File: src/hdl/sha256_hash_engine_top_macros.svh
// Assertion macros for the SHA-256 hash engine.
// Used by the top level only; empty bodies when SYNTH is defined.
`ifndef SHA256_HASH_ENGINE_TOP_MACROS_SVH
`define SHA256_HASH_ENGINE_TOP_MACROS_SVH
`ifndef SYNTH
`define SHA_ASSERT_IMPL(label, clk, rst, ante, cons) \
  label: assert property (@(posedge clk) disable iff (rst) (ante) |-> (cons)) \
    else $error("assertion failed");
`define SHA_ASSERT_NEXT(label, clk, rst, ante, cons) \
  label: assert property (@(posedge clk) disable iff (rst) (ante) |=> (cons)) \
    else $error("assertion failed");
`else
`define SHA_ASSERT_IMPL(label, clk, rst, ante, cons)
`define SHA_ASSERT_NEXT(label, clk, rst, ante, cons)
`endif
`endif

File: src/hdl/sha_pkg.sv
// Shared types, constants and functions of the SHA-256 hash engine.
// No dependencies.
`timescale 1ns / 1ps
package sha_pkg;
  localparam int QueueDepth = 2;

  typedef logic [31:0] word_t;

  // Request passed from the front to the back part
  typedef struct packed {
    logic       finish;
    logic [31:0] data;
    logic [2:0] count;
  } req_t;

  typedef enum logic [2:0] {
    ST_IDLE, ST_LOAD, ST_ROUND, ST_FOLD, ST_PAD, ST_EMIT
  } state_t;

  localparam logic [7:0] PadByte = 8'h80;
  localparam logic [5:0] LenPos = 6'd56;

  function automatic word_t round_k(input logic [5:0] i);
    word_t k [64] = '{
      32'h428a2f98, 32'h71374491, 32'hb5c0fbcf, 32'he9b5dba5, 32'h3956c25b, 32'h59f111f1,
      32'h923f82a4, 32'hab1c5ed5, 32'hd807aa98, 32'h12835b01, 32'h243185be, 32'h550c7dc3,
      32'h72be5d74, 32'h80deb1fe, 32'h9bdc06a7, 32'hc19bf174, 32'he49b69c1, 32'hefbe4786,
      32'h0fc19dc6, 32'h240ca1cc, 32'h2de92c6f, 32'h4a7484aa, 32'h5cb0a9dc, 32'h76f988da,
      32'h983e5152, 32'ha831c66d, 32'hb00327c8, 32'hbf597fc7, 32'hc6e00bf3, 32'hd5a79147,
      32'h06ca6351, 32'h14292967, 32'h27b70a85, 32'h2e1b2138, 32'h4d2c6dfc, 32'h53380d13,
      32'h650a7354, 32'h766a0abb, 32'h81c2c92e, 32'h92722c85, 32'ha2bfe8a1, 32'ha81a664b,
      32'hc24b8b70, 32'hc76c51a3, 32'hd192e819, 32'hd6990624, 32'hf40e3585, 32'h106aa070,
      32'h19a4c116, 32'h1e376c08, 32'h2748774c, 32'h34b0bcb5, 32'h391c0cb3, 32'h4ed8aa4a,
      32'h5b9cca4f, 32'h682e6ff3, 32'h748f82ee, 32'h78a5636f, 32'h84c87814, 32'h8cc70208,
      32'h90befffa, 32'ha4506ceb, 32'hbef9a3f7, 32'hc67178f2};
    return k[i];
  endfunction

  function automatic word_t init_hash(input logic [2:0] i);
    word_t h [8] = '{32'h6a09e667, 32'hbb67ae85, 32'h3c6ef372, 32'ha54ff53a,
                     32'h510e527f, 32'h9b05688c, 32'h1f83d9ab, 32'h5be0cd19};
    return h[i];
  endfunction

  function automatic word_t rotr(input word_t x, input int n);
    return (x >> n) | (x << (32 - n));
  endfunction
endpackage

File: src/hdl/sha_front.sv
// Front part: accepts requests and holds them in a short queue.
// Depends on sha_pkg.
`timescale 1ns / 1ps
module sha_front import sha_pkg::*; (
  input  logic clk,
  input  logic rst,
  input  logic in_valid,
  output logic in_ready,
  input  req_t in_req,
  output logic q_valid,
  input  logic q_ready,
  output req_t q_req
);
  req_t q_mem [QueueDepth];
  req_t in_clamp;
  logic wr_ptr, rd_ptr;
  logic [1:0] level;
  logic push, pop;

  assign in_ready = (level != 2'(QueueDepth));
  assign q_valid  = (level != 2'd0);
  assign push = in_valid && in_ready;
  assign pop  = q_valid && q_ready;
  assign q_req = q_mem[rd_ptr];

  // Clamp byte count to four
  always_comb begin
    in_clamp = in_req;
    if (in_req.count > 3'd4) in_clamp.count = 3'd4;
  end

  // Store incoming request
  always_ff @(posedge clk) begin
    if (push) begin
      q_mem[wr_ptr] <= in_clamp;
    end
  end

  // Advance pointers and level
  always_ff @(posedge clk) begin
    if (rst) begin
      wr_ptr <= 1'b0;
      rd_ptr <= 1'b0;
      level  <= 2'd0;
    end else begin
      if (push) wr_ptr <= ~wr_ptr;
      if (pop) rd_ptr <= ~rd_ptr;
      level <= level + 2'(push) - 2'(pop);
    end
  end
endmodule

File: src/hdl/sha_back.sv
// Back part: packs bytes, runs the 64-round compression, pads and emits the digest.
// Depends on sha_pkg.
`timescale 1ns / 1ps
module sha_back import sha_pkg::*; (
  input  logic        clk,
  input  logic        rst,
  input  logic        q_valid,
  output logic        q_ready,
  input  req_t        q_req,
  output logic        out_valid,
  input  logic        out_ready,
  output logic [31:0] out_word,
  output logic [2:0]  out_index
);
  state_t state, state_next;
  word_t hash [8];
  word_t v [8];
  word_t w [16];
  logic [63:0] bit_len;
  logic [5:0] fill;
  logic [5:0] rnd;
  logic [2:0] bcnt;
  logic [2:0] bidx;
  logic [31:0] data;
  logic finishing, pad_second;
  logic [2:0] emit_idx;
  logic obuf_valid;
  logic [31:0] obuf_word;
  logic [2:0] obuf_idx;

  word_t t1, t2, wn, s0, s1;
  logic take;

  assign q_ready = (state == ST_IDLE);
  assign take = q_valid && q_ready;

  // Round arithmetic
  always_comb begin
    s0 = rotr(w[1], 7) ^ rotr(w[1], 18) ^ (w[1] >> 3);
    s1 = rotr(w[14], 17) ^ rotr(w[14], 19) ^ (w[14] >> 10);
    wn = s1 + w[9] + s0 + w[0];
    t1 = v[7] + (rotr(v[4], 6) ^ rotr(v[4], 11) ^ rotr(v[4], 25))
         + ((v[4] & v[5]) ^ (~v[4] & v[6])) + round_k(rnd) + w[0];
    t2 = (rotr(v[0], 2) ^ rotr(v[0], 13) ^ rotr(v[0], 22))
         + ((v[0] & v[1]) ^ (v[0] & v[2]) ^ (v[1] & v[2]));
  end

  // Next state
  always_comb begin
    state_next = state;
    case (state)
      ST_IDLE: if (take) state_next = q_req.finish ? ST_PAD :
                                      ((q_req.count == 3'd0) ? ST_IDLE : ST_LOAD);
      ST_LOAD: if (fill == 6'd63) state_next = ST_ROUND;
               else if (bidx + 3'd1 >= bcnt) state_next = ST_IDLE;
      ST_PAD:  state_next = ST_ROUND;
      ST_ROUND: if (rnd == 6'd63) state_next = ST_FOLD;
      ST_FOLD: begin
        if (!finishing) state_next = (bidx < bcnt) ? ST_LOAD : ST_IDLE;
        else if (pad_second) state_next = ST_PAD;
        else state_next = ST_EMIT;
      end
      ST_EMIT: if (!obuf_valid || out_ready)
                 if (emit_idx == 3'd7) state_next = ST_IDLE;
      default: state_next = ST_IDLE;
    endcase
  end

  // Output register
  assign out_valid = obuf_valid;
  assign out_word  = obuf_word;
  assign out_index = obuf_idx;

  // Control registers
  always_ff @(posedge clk) begin
    if (rst) begin
      state <= ST_IDLE;
      bit_len <= '0;
      fill <= '0;
      obuf_valid <= 1'b0;
      emit_idx <= '0;
      finishing <= 1'b0;
      for (int i = 0; i < 8; i++) hash[i] <= init_hash(3'(i));
    end else begin
      state <= state_next;
      // Load or drain the output register
      if (state == ST_EMIT && (!obuf_valid || out_ready)) begin
        obuf_valid <= 1'b1;
      end else if (out_ready) begin
        obuf_valid <= 1'b0;
      end
      case (state)
        ST_IDLE: if (take) begin
          finishing <= q_req.finish;
          emit_idx <= '0;
        end
        ST_LOAD: begin
          fill <= fill + 6'd1;
          bit_len <= bit_len + 64'd8;
        end
        ST_FOLD: for (int i = 0; i < 8; i++) hash[i] <= hash[i] + v[i];
        ST_EMIT: if (!obuf_valid || out_ready) begin
          emit_idx <= emit_idx + 3'd1;
          if (emit_idx == 3'd7) begin
            for (int i = 0; i < 8; i++) hash[i] <= init_hash(3'(i));
            bit_len <= '0;
            fill <= '0;
          end
        end
        default: ;
      endcase
    end
  end

  // Datapath registers; the schedule window doubles as the block buffer
  always_ff @(posedge clk) begin
    case (state)
      ST_IDLE: if (take) begin
        data <= q_req.data;
        bcnt <= q_req.count;
        bidx <= '0;
        pad_second <= 1'b0;
      end
      ST_LOAD: begin
        w[fill[5:2]][31 - 8*fill[1:0] -: 8] <= data[31 - 8*bidx -: 8];
        bidx <= bidx + 3'd1;
        if (fill == 6'd63) begin
          for (int i = 0; i < 8; i++) v[i] <= hash[i];
          rnd <= '0;
        end
      end
      ST_PAD: begin
        // Build the padded block in place in the schedule window
        for (int i = 0; i < 64; i++) begin
          logic [7:0] b;
          if (pad_second) b = 8'h00;
          else if (6'(i) < fill) b = w[i/4][31 - 8*(i%4) -: 8];
          else if (6'(i) == fill) b = PadByte;
          else b = 8'h00;
          if (!(fill >= LenPos && !pad_second) && i >= 56)
            b = bit_len[63 - 8*(i-56) -: 8];
          w[i/4][31 - 8*(i%4) -: 8] <= b;
        end
        pad_second <= (fill >= LenPos) && !pad_second;
        for (int i = 0; i < 8; i++) v[i] <= hash[i];
        rnd <= '0;
      end
      ST_ROUND: begin
        for (int i = 0; i < 15; i++) w[i] <= w[i+1];
        w[15] <= wn;
        v[7] <= v[6]; v[6] <= v[5]; v[5] <= v[4]; v[4] <= v[3] + t1;
        v[3] <= v[2]; v[2] <= v[1]; v[1] <= v[0]; v[0] <= t1 + t2;
        rnd <= rnd + 6'd1;
      end
      ST_EMIT: if (!obuf_valid || out_ready) begin
        obuf_word <= hash[emit_idx];
        obuf_idx <= emit_idx;
      end
      default: ;
    endcase
  end
endmodule

File: src/hdl/sha256_hash_engine_top.sv
// SHA-256 hash engine: absorbs message words and emits eight digest words.
// Channels: s_axis (request in), m_axis (digest out).
// Absorb request: queued in the front part, taken by the back part when
// idle, then packed one byte per cycle; a full block adds the 64 rounds
// and the fold, run by the single round unit.
// Finish request: taken when idle, then one or two compressions of the padded
// block, then eight result words, one per cycle while the receiver takes them.
// Reset restores the initial hash values, clears the bit count and the
// fill position and empties the two-entry queue.
// A stalled receiver holds the output register and the back part; the
// queue keeps accepting until both entries are full.
// Bytes are packed straight into the schedule window, which has no reset;
// only written bytes are ever read.
// Depends on sha_pkg and sha256_hash_engine_top_macros.svh.
`timescale 1ns / 1ps
`include "sha256_hash_engine_top_macros.svh"
module sha256_hash_engine_top import sha_pkg::*; (
  input  logic        clk,
  input  logic        rst,
  input  logic        s_axis_tvalid,
  output logic        s_axis_tready,
  input  logic [39:0] s_axis_tdata,  // message_word[31:0], byte_count[34:32], zero fill
  input  logic        s_axis_tuser,  // mode
  output logic        m_axis_tvalid,
  input  logic        m_axis_tready,
  output logic [39:0] m_axis_tdata,  // digest_word[31:0], word_index[34:32], zero fill
  output logic        m_axis_tlast   // last_word
);
  req_t in_req, q_req;
  logic q_valid, q_ready;
  logic [31:0] dword;
  logic [2:0] didx;
  logic out_stall, out_take;

  assign in_req = '{finish: s_axis_tuser, data: s_axis_tdata[31:0],
                    count: s_axis_tdata[34:32]};

  sha_front u_front (
    .clk, .rst, .in_valid(s_axis_tvalid), .in_ready(s_axis_tready), .in_req,
    .q_valid, .q_ready, .q_req
  );

  sha_back u_back (
    .clk, .rst, .q_valid, .q_ready, .q_req,
    .out_valid(m_axis_tvalid), .out_ready(m_axis_tready),
    .out_word(dword), .out_index(didx)
  );

  assign m_axis_tdata = {5'd0, didx, dword};
  assign m_axis_tlast = (didx == 3'd7);

  assign out_stall = m_axis_tvalid && !m_axis_tready;
  assign out_take  = m_axis_tvalid && m_axis_tready;

  `SHA_ASSERT_NEXT(a_hold, clk, rst, out_stall, m_axis_tvalid && $stable(m_axis_tdata))
  `SHA_ASSERT_NEXT(a_order, clk, rst, out_take && !m_axis_tlast, !m_axis_tvalid || didx == $past(didx) + 3'd1)
  `SHA_ASSERT_IMPL(a_fill, clk, rst, m_axis_tvalid, m_axis_tdata[39:35] == 5'd0)
endmodule

File: config.mk
export PLATFORM = sky130hd
export DESIGN_NAME = sha256_hash_engine_top
export DESIGN_NICKNAME = d
export VERILOG_FILES = /design/src/hdl/sha_pkg.sv /design/src/hdl/sha_front.sv /design/src/hdl/sha_back.sv /design/src/hdl/sha256_hash_engine_top.sv
export VERILOG_INCLUDE_DIRS = /design/src /design/src/hdl
export SDC_FILE = /design/constraint.sdc
export NUM_CORES = 2
export LEC_CHECK = 0
export ABC_CLOCK_PERIOD_IN_PS = 9100
export BUFFER_PORTS_ARGS = -buffer_cell sky130_fd_sc_hd__buf_2
export CORE_ASPECT_RATIO = 0.5
export CORE_MARGIN = 4
export CORE_UTILIZATION = 58
export DETAILED_ROUTE_END_ITERATION = 7
export PLACE_DENSITY_LB_ADDON = 0.08
export SLEW_MARGIN = 20
export SYNTH_ARGS = -nofsm -noshare
export SYNTH_HDL_FRONTEND = slang
export SYNTH_HIERARCHICAL = 1
export SYNTH_SLANG_ARGS = --single-unit
File: constraint.sdc
create_clock -name clk -period 9.1 [get_ports clk]
set_clock_uncertainty 0.1 [all_clocks]
set_input_delay 1.365 -clock clk [delete_from_list [all_inputs] [get_ports clk]]
set_output_delay 1.365 -clock clk [all_outputs]
set_load 0.02 [all_outputs]
Word-level counts from Yosys, hierarchy flattened
Memories as Yosys holds them, arrays and structs flattened. A register that Yosys moved wholly into a read port is not among the register bits.
Index checks and enable logic that the tools add are counted.
- bits of input ports: 45
- bits in read-only memories: 2048
- register bits after elaboration: 130
- RAM bits: 1096
- memories kept: 5
- word-level logic and storage cells: 672
- output and inout bits: 43
- shift-type cells: 3
- multiplexer cells: 369
- bitwise operators: 78
- add/subtract/negate cells: 28
- reductions and logical operators: 26
- equal/unequal tests: 79
- order comparisons: 69
- memory list (memory ; depth ; bits a word ; rd ports ; clocked after memory_dff ; wr ports ; line ; RTL):
    (no name shown) ; 64 ; 32 ; 1 ; 0 ; 0 ; sha_pkg.sv:36 ; return k[i];
    u_back.w ; 16 ; 32 ; 16 ; 0 ; 16 ; sha_back.sv:18 ; word_t w [16];
    u_back.hash ; 8 ; 32 ; 9 ; 1 ; 8 ; sha_back.sv:16 ; word_t hash [8];
    u_back.v ; 8 ; 32 ; 8 ; 0 ; 8 ; sha_back.sv:17 ; word_t v [8];
    u_front.q_mem ; 2 ; 36 ; 1 ; 1 ; 1 ; sha_front.sv:14 ; req_t q_mem [QueueDepth];
- operators with widths (cell ; count):
    $mux W8 ; 264
    $mux W32 ; 53
    $add A32 B32 Y32 ; 18
    $xor A32 B32 Y32 ; 9
    $eq A6 B6 Y1 const A ; 32
    $lt A6 B6 Y1 const A ; 32
    $and A32 B32 Y32 ; 5
    $mux W64 ; 2
    $pmux W64 S2 ; 1
    $eq A5 B6 Y1 const A ; 16
    $lt A5 B6 Y1 const A ; 16
    $add A64 B4 Y64 const B ; 1
    $eq A4 B6 Y1 const A ; 8
    $lt A4 B6 Y1 const A ; 8
    $or A1 B1 Y1 ; 48
    $shift A8 B34 Y39 const A ; 1
    $shiftx A39 B33 Y8 ; 1
    $shiftx A8 B34 Y39 ; 1
    $neg A32 Y34 ; 1
    $mux W3 ; 11
    $not A32 Y32 ; 1
    $or A10 B32 Y32 ; 1
    $or A13 B32 Y32 ; 1
    $or A14 B32 Y32 ; 1
    other kinds (54) ; 120

Depth between registers and ports, before layout
An unclocked memory read counts as a cell.
- word-level depth: 10
- gate-level depth with buffers: 40
- depth with buffers taken out: 38

Hierarchy
Netlist, hierarchy kept.
- modules (own cells, without submodules) (module ; cells each ; seq. area each (µm²) ; times used ; area each (µm²)):
    sha_back ; 7404 ; 33372.0 ; 1 ; 75869.0
    sha_front ; 144 ; 2262.2 ; 1 ; 2864.0
    sha256_hash_engine_top ; 7 ; 0.0 ; 1 ; 47.5

Worst setup path before layout
OpenSTA, ideal clock, no wires.
- path type: register to register
- start point: register u_back.rnd[1]
- end point: memory u_back/v[0][29] in the netlist's numbering, data pin
- data required time: 8.737 ns
- clock period less this slack: 8.590 ns
- arrival time: 8.227 ns
- stages on the path, launching flop included: 38
- setup slack: 0.510 ns
- buffers on the path: 3
- setup time: 0.263 ns
- path through: edfxtp_1 > clkbuf_1 > inv_1 > ha_1 > clkbuf_1 > nor2_1 > nor2_1 > mux2_2 > mux4_2 > fa_1 > fa_1 > fa_1 > inv_1 > ha_1 > inv_1 > fa_1 > nor2b_1 > o31a_1 > [2 not listed] > a21oi_1 > a31oi_1 > o21bai_1 > a21o_1 > xor2_1 > fa_1 > ha_1 > clkbuf_1 > a41oi_1 > o21ai_1 > nor4_1 > a211oi_1 > o31ai_1 > nand2b_1 > a21o_1 > a21oi_1 > xor2_1 > o21ai_1
- RTL lines (item ; line ; RTL):
    from (decl) ; sha_back.sv:21 ; logic [5:0] rnd;
    from (signal assigned) ; sha_back.sv:153 ; rnd <= rnd + 6'd1;
    to (decl) ; sha_back.sv:17 ;

==> impl_metrics.json <==
{
  "status": "finished, final reports clean",
  "multiInputGateArea_sq_um": 41000,
  "rsz0062_at_grt": "false",
  "path_delay_family": "compound AO/OA/AOI/OAI gates",
  "io_pins": 88,
  "synthAdderAreaFrac_pct": 11.8,
  "num_antenna_cells": 0,
  "grt_pass1_vias": 59700,
  "die_y_um": 269,
  "clock_latency_ns": 0.76,
  "viasPerCell": 6.53,
  "synth_cell_types": 92,
  "synthXorXnorAreaFrac_pct": 6.84,
  "dr.pass1.iters": 7,
  "critical_path_class": "reg -> reg",
  "cts-root-buf": "clkbuf_16",
  "clock_path_buffers": 3,
  "cap_violations": 0,
  "dp_hpwl_um": 194000,
  "grt_overflow": 0,
  "start_util_pct": 58.5,
  "gr-usage-all-layers_pct": 35.7,
  "h-tree-depth": 3,
  "drt-initial-drc-count": 7690,
  "layout_common_cells": "nand2_1 (1,107), edfxtp_1 (1,048), a21o_1 (560)",
  "final_common_cell": "nand2_1",
  "die_w_um": 529,
  "finalCritPeriodShare_pct": 95.7,
  "drive_gt1_share_pct": 11.5,
  "synthFlopType": "edfxtp_1",
  "cp-end-kind": "flip-flop",
  "dieArea_sq_um": 142000,
  "crit_fanout": 9,
  "start_kind": "flip-flop",
  "muxShareOfSynthArea_pct": 3.98,
  "numPortBuffers": 77,
  "drt_wl_total_um": 258000,
  "area_growth_pct": 10.4,
  "slew_headroom_pct": 22.6,
  "cts_buffers": 113,
  "worstMarginPinSlew_ns": 1.16,
  "netlist_area_sq_um": 78800,
  "yosys.area_share.simple_pct": 12.1,
  "final_util_pct": 64.6,
  "wl_per_cell_um": 27.0,
  "synth_top_family_by_area": "compound AO/OA/AOI/OAI gates",
  "critPathSlowestCell": "fa_1",
  "drc_errors": 0,
  "ctsHoldBuffers": 0,
  "hold_viol_final": 0,
  "setup_viol": 0,
  "fillerInstances": 10500,
  "crit_top_cell": "fa_1",
  "max_freq_mhz": 115,
  "synth_cells": 7555,
  "ys_async_sr_fraction_pct": 0,
  "dpl-instance-area_sq_um": 82800,
  "grt_antenna_before_repair": 6,
  "final-seq-area_sq_um": 35600,
  "yosysWarnings": 6,
  "vias": 62600,
  "core_sq_um": 135000,
  "antenna_left": 0,
  "grt_max_degree": 143,
  "synth-compound-area-share_pct": 16.9,
  "synth_edf_count": 1048,
  "cts_tree": "built",
  "gp_congestion": 0.998,
  "clk_pin_slew_worst_paths_ns": 0.07,
  "critPathArrivalTime_ns": 9.06,
  "cts_num_sinks": 1256,
  "path_buf_inv": 8,
  "grt_pass1_wl_um": 382000,
  "avgSynthCellArea_sq_um": 10.4,
  "cp_data_required_time_ns": 9.46,
  "num-nets-final": 8343,
  "ys_ff_latch": 1256,
  "drv_slew": 0,
  "final_area_sq_um": 87000,
  "hold_path_class": "reg -> reg",
  "synth-seq-area-share_pct": 45.2,
  "std_cell_rows": 95,
  "worst_path_largest_cell_delay_ns": 0.51,
  "fin_crit_ns": 8.71
}
-- area by class of cell --
class	instances	share of cell area, %
Tap cell	1794	2.58
Timing Repair Buffer	442	3.77
Clock inverter	53	0.774
Multi-Input combinational cell	5646	47.2
Clock buffer	158	3.67
Sequential cell	1256	41.0
Inverter	239	1.03
-- synthesized netlist by cell type, types with 13 or more instances --
cell type | number | share of area [%]
nand2_1 | 1110 | 5.3
edfxtp_1 | 1048 | 40
a21o_1 | 561 | 5.3
a21oi_1 | 480 | 3.0
nor2_1 | 466 | 2.2
ha_1 | 405 | 6.4
xnor2_1 | 401 | 4.5
clkbuf_1 | 372 | 1.8
o21ai_0 | 362 | 2.3
inv_1 | 237 | 1.1
xor2_1 | 214 | 2.4
dfxtp_1 | 208 | 5.3
fa_1 | 195 | 5.0
nand3_1 | 118 | 0.75
nor3_1 | 113 | 0.72
mux2_2 | 97 | 1.4
nand2b_1 | 84 | 0.67
mux4_2 | 79 | 2.3
a221o_1 | 77 | 0.98
o21a_1 | 68 | 0.65
a211oi_1 | 59 | 0.56
nor2b_1 | 58 | 0.46
a31oi_1 | 50 | 0.40
and2_1 | 45 | 0.36
o211ai_1 | 40 | 0.38
o21bai_1 | 39 | 0.37
o31ai_1 | 37 | 0.35
buf_1 | 36 | 0.17
nand4_1 | 35 | 0.28
and3_1 | 34 | 0.27
or3_1 | 33 | 0.26
maj3_1 | 30 | 0.38
o22ai_1 | 26 | 0.21
mux2i_1 | 25 | 0.32
o21ai_1 | 23 | 0.15
or2_2 | 20 | 0.16
a211o_1 | 18 | 0.20
a311oi_1 | 15 | 0.17
and4_1 | 15 | 0.17
a22o_1 | 13 | 0.14
nor4_1 | 13 | 0.10
-- flip-flops by register name (all words and copies together), names as in the netlist, named ones only --
register           count
u_back/rnd             6
u_front/q_mem         72
u_back/out_index       3
u_back/pad_second      1
u_back/out_word       32
u_back/out_valid       1
u_back/fill            6
u_back/emit_idx        3
u_back/v             256
u_back/bit_len        61
u_back/state           3
u_back/finishing       1
u_back/bcnt            3
u_back/hash          256
u_back/w             512
u_back/bidx            3
u_front/wr_ptr         1
u_front/level          2
u_back/data           32
u_front/rd_ptr         1
-- worst paths after layout --
kind	from	endpoint	slack, ns	depth (start not counted)
setup / recovery	u_back/rnd[1]	u_back/v[0][29]	0.39	40
hold / removal	u_back/hash[5][23]	u_back/hash[5][23]	0.39	2
setup reg to reg	u_back/rnd[1]	u_back/v[0][29]	0.39	40
hold reg to reg	u_back/hash[5][23]	u_back/hash[5][23]	0.39	2
-- tightest hold or removal path: cells and delay by family (launching register included) --
family             cells  cell delay (ns)
AOI/OAI and AO/OA      1             0.05
DFF                    1             0.33
and+or+nand+nor        1             0.06
-- through the flow --
step | hold slack, ns | setup WS, ns | TNS [ns] | std cells
after CTS | 0.390 | 0.0170 | 0 | 9586
after global placement | 0.372 | 0.0697 | 0 | 9375
after global routing | 0.410 | 0.0178 | 0 | 9588
after detailed placement | 0.382 | -0.123 | -0.149 | 9375
after floorplan | 0.335 | 0.510 | 0 | 7559
final | 0.393 | 0.395 | 0 | 9588
-- routing by layer --
| layer | track usage (%) | vias to the layer above | wire length, um |
|---|---|---|---|
| li1 | - | 27600 | - |
| met3 | 6.87 | 579 | 28000 |
| met1 | 50.9 | 30900 | 106000 |
| met4 | 12.3 | 2 | 10600 |
| met5 | 0 | - | 13 |
| met2 | 55.0 | 3514 | 114000 |
-- logic make-up after synthesis --
kind of cell,Yosys count
muxes,202
buffers and inverters,657
other,1
xor gates and xnor gates,615
DFF,1256
adders and majority gates,630
and+or+nand+nor,2180
AOI/OAI and AO/OA,2014
-- timing repair --
action,in CTS,in global routing
setup buffers,0,2
pin swaps,1,11
setup endpoints to repair,2,19
gates resized for setup,4,44
Power is not shown: default switching activity piles up to over one toggle a cycle in this logic, so the estimate is an artifact.
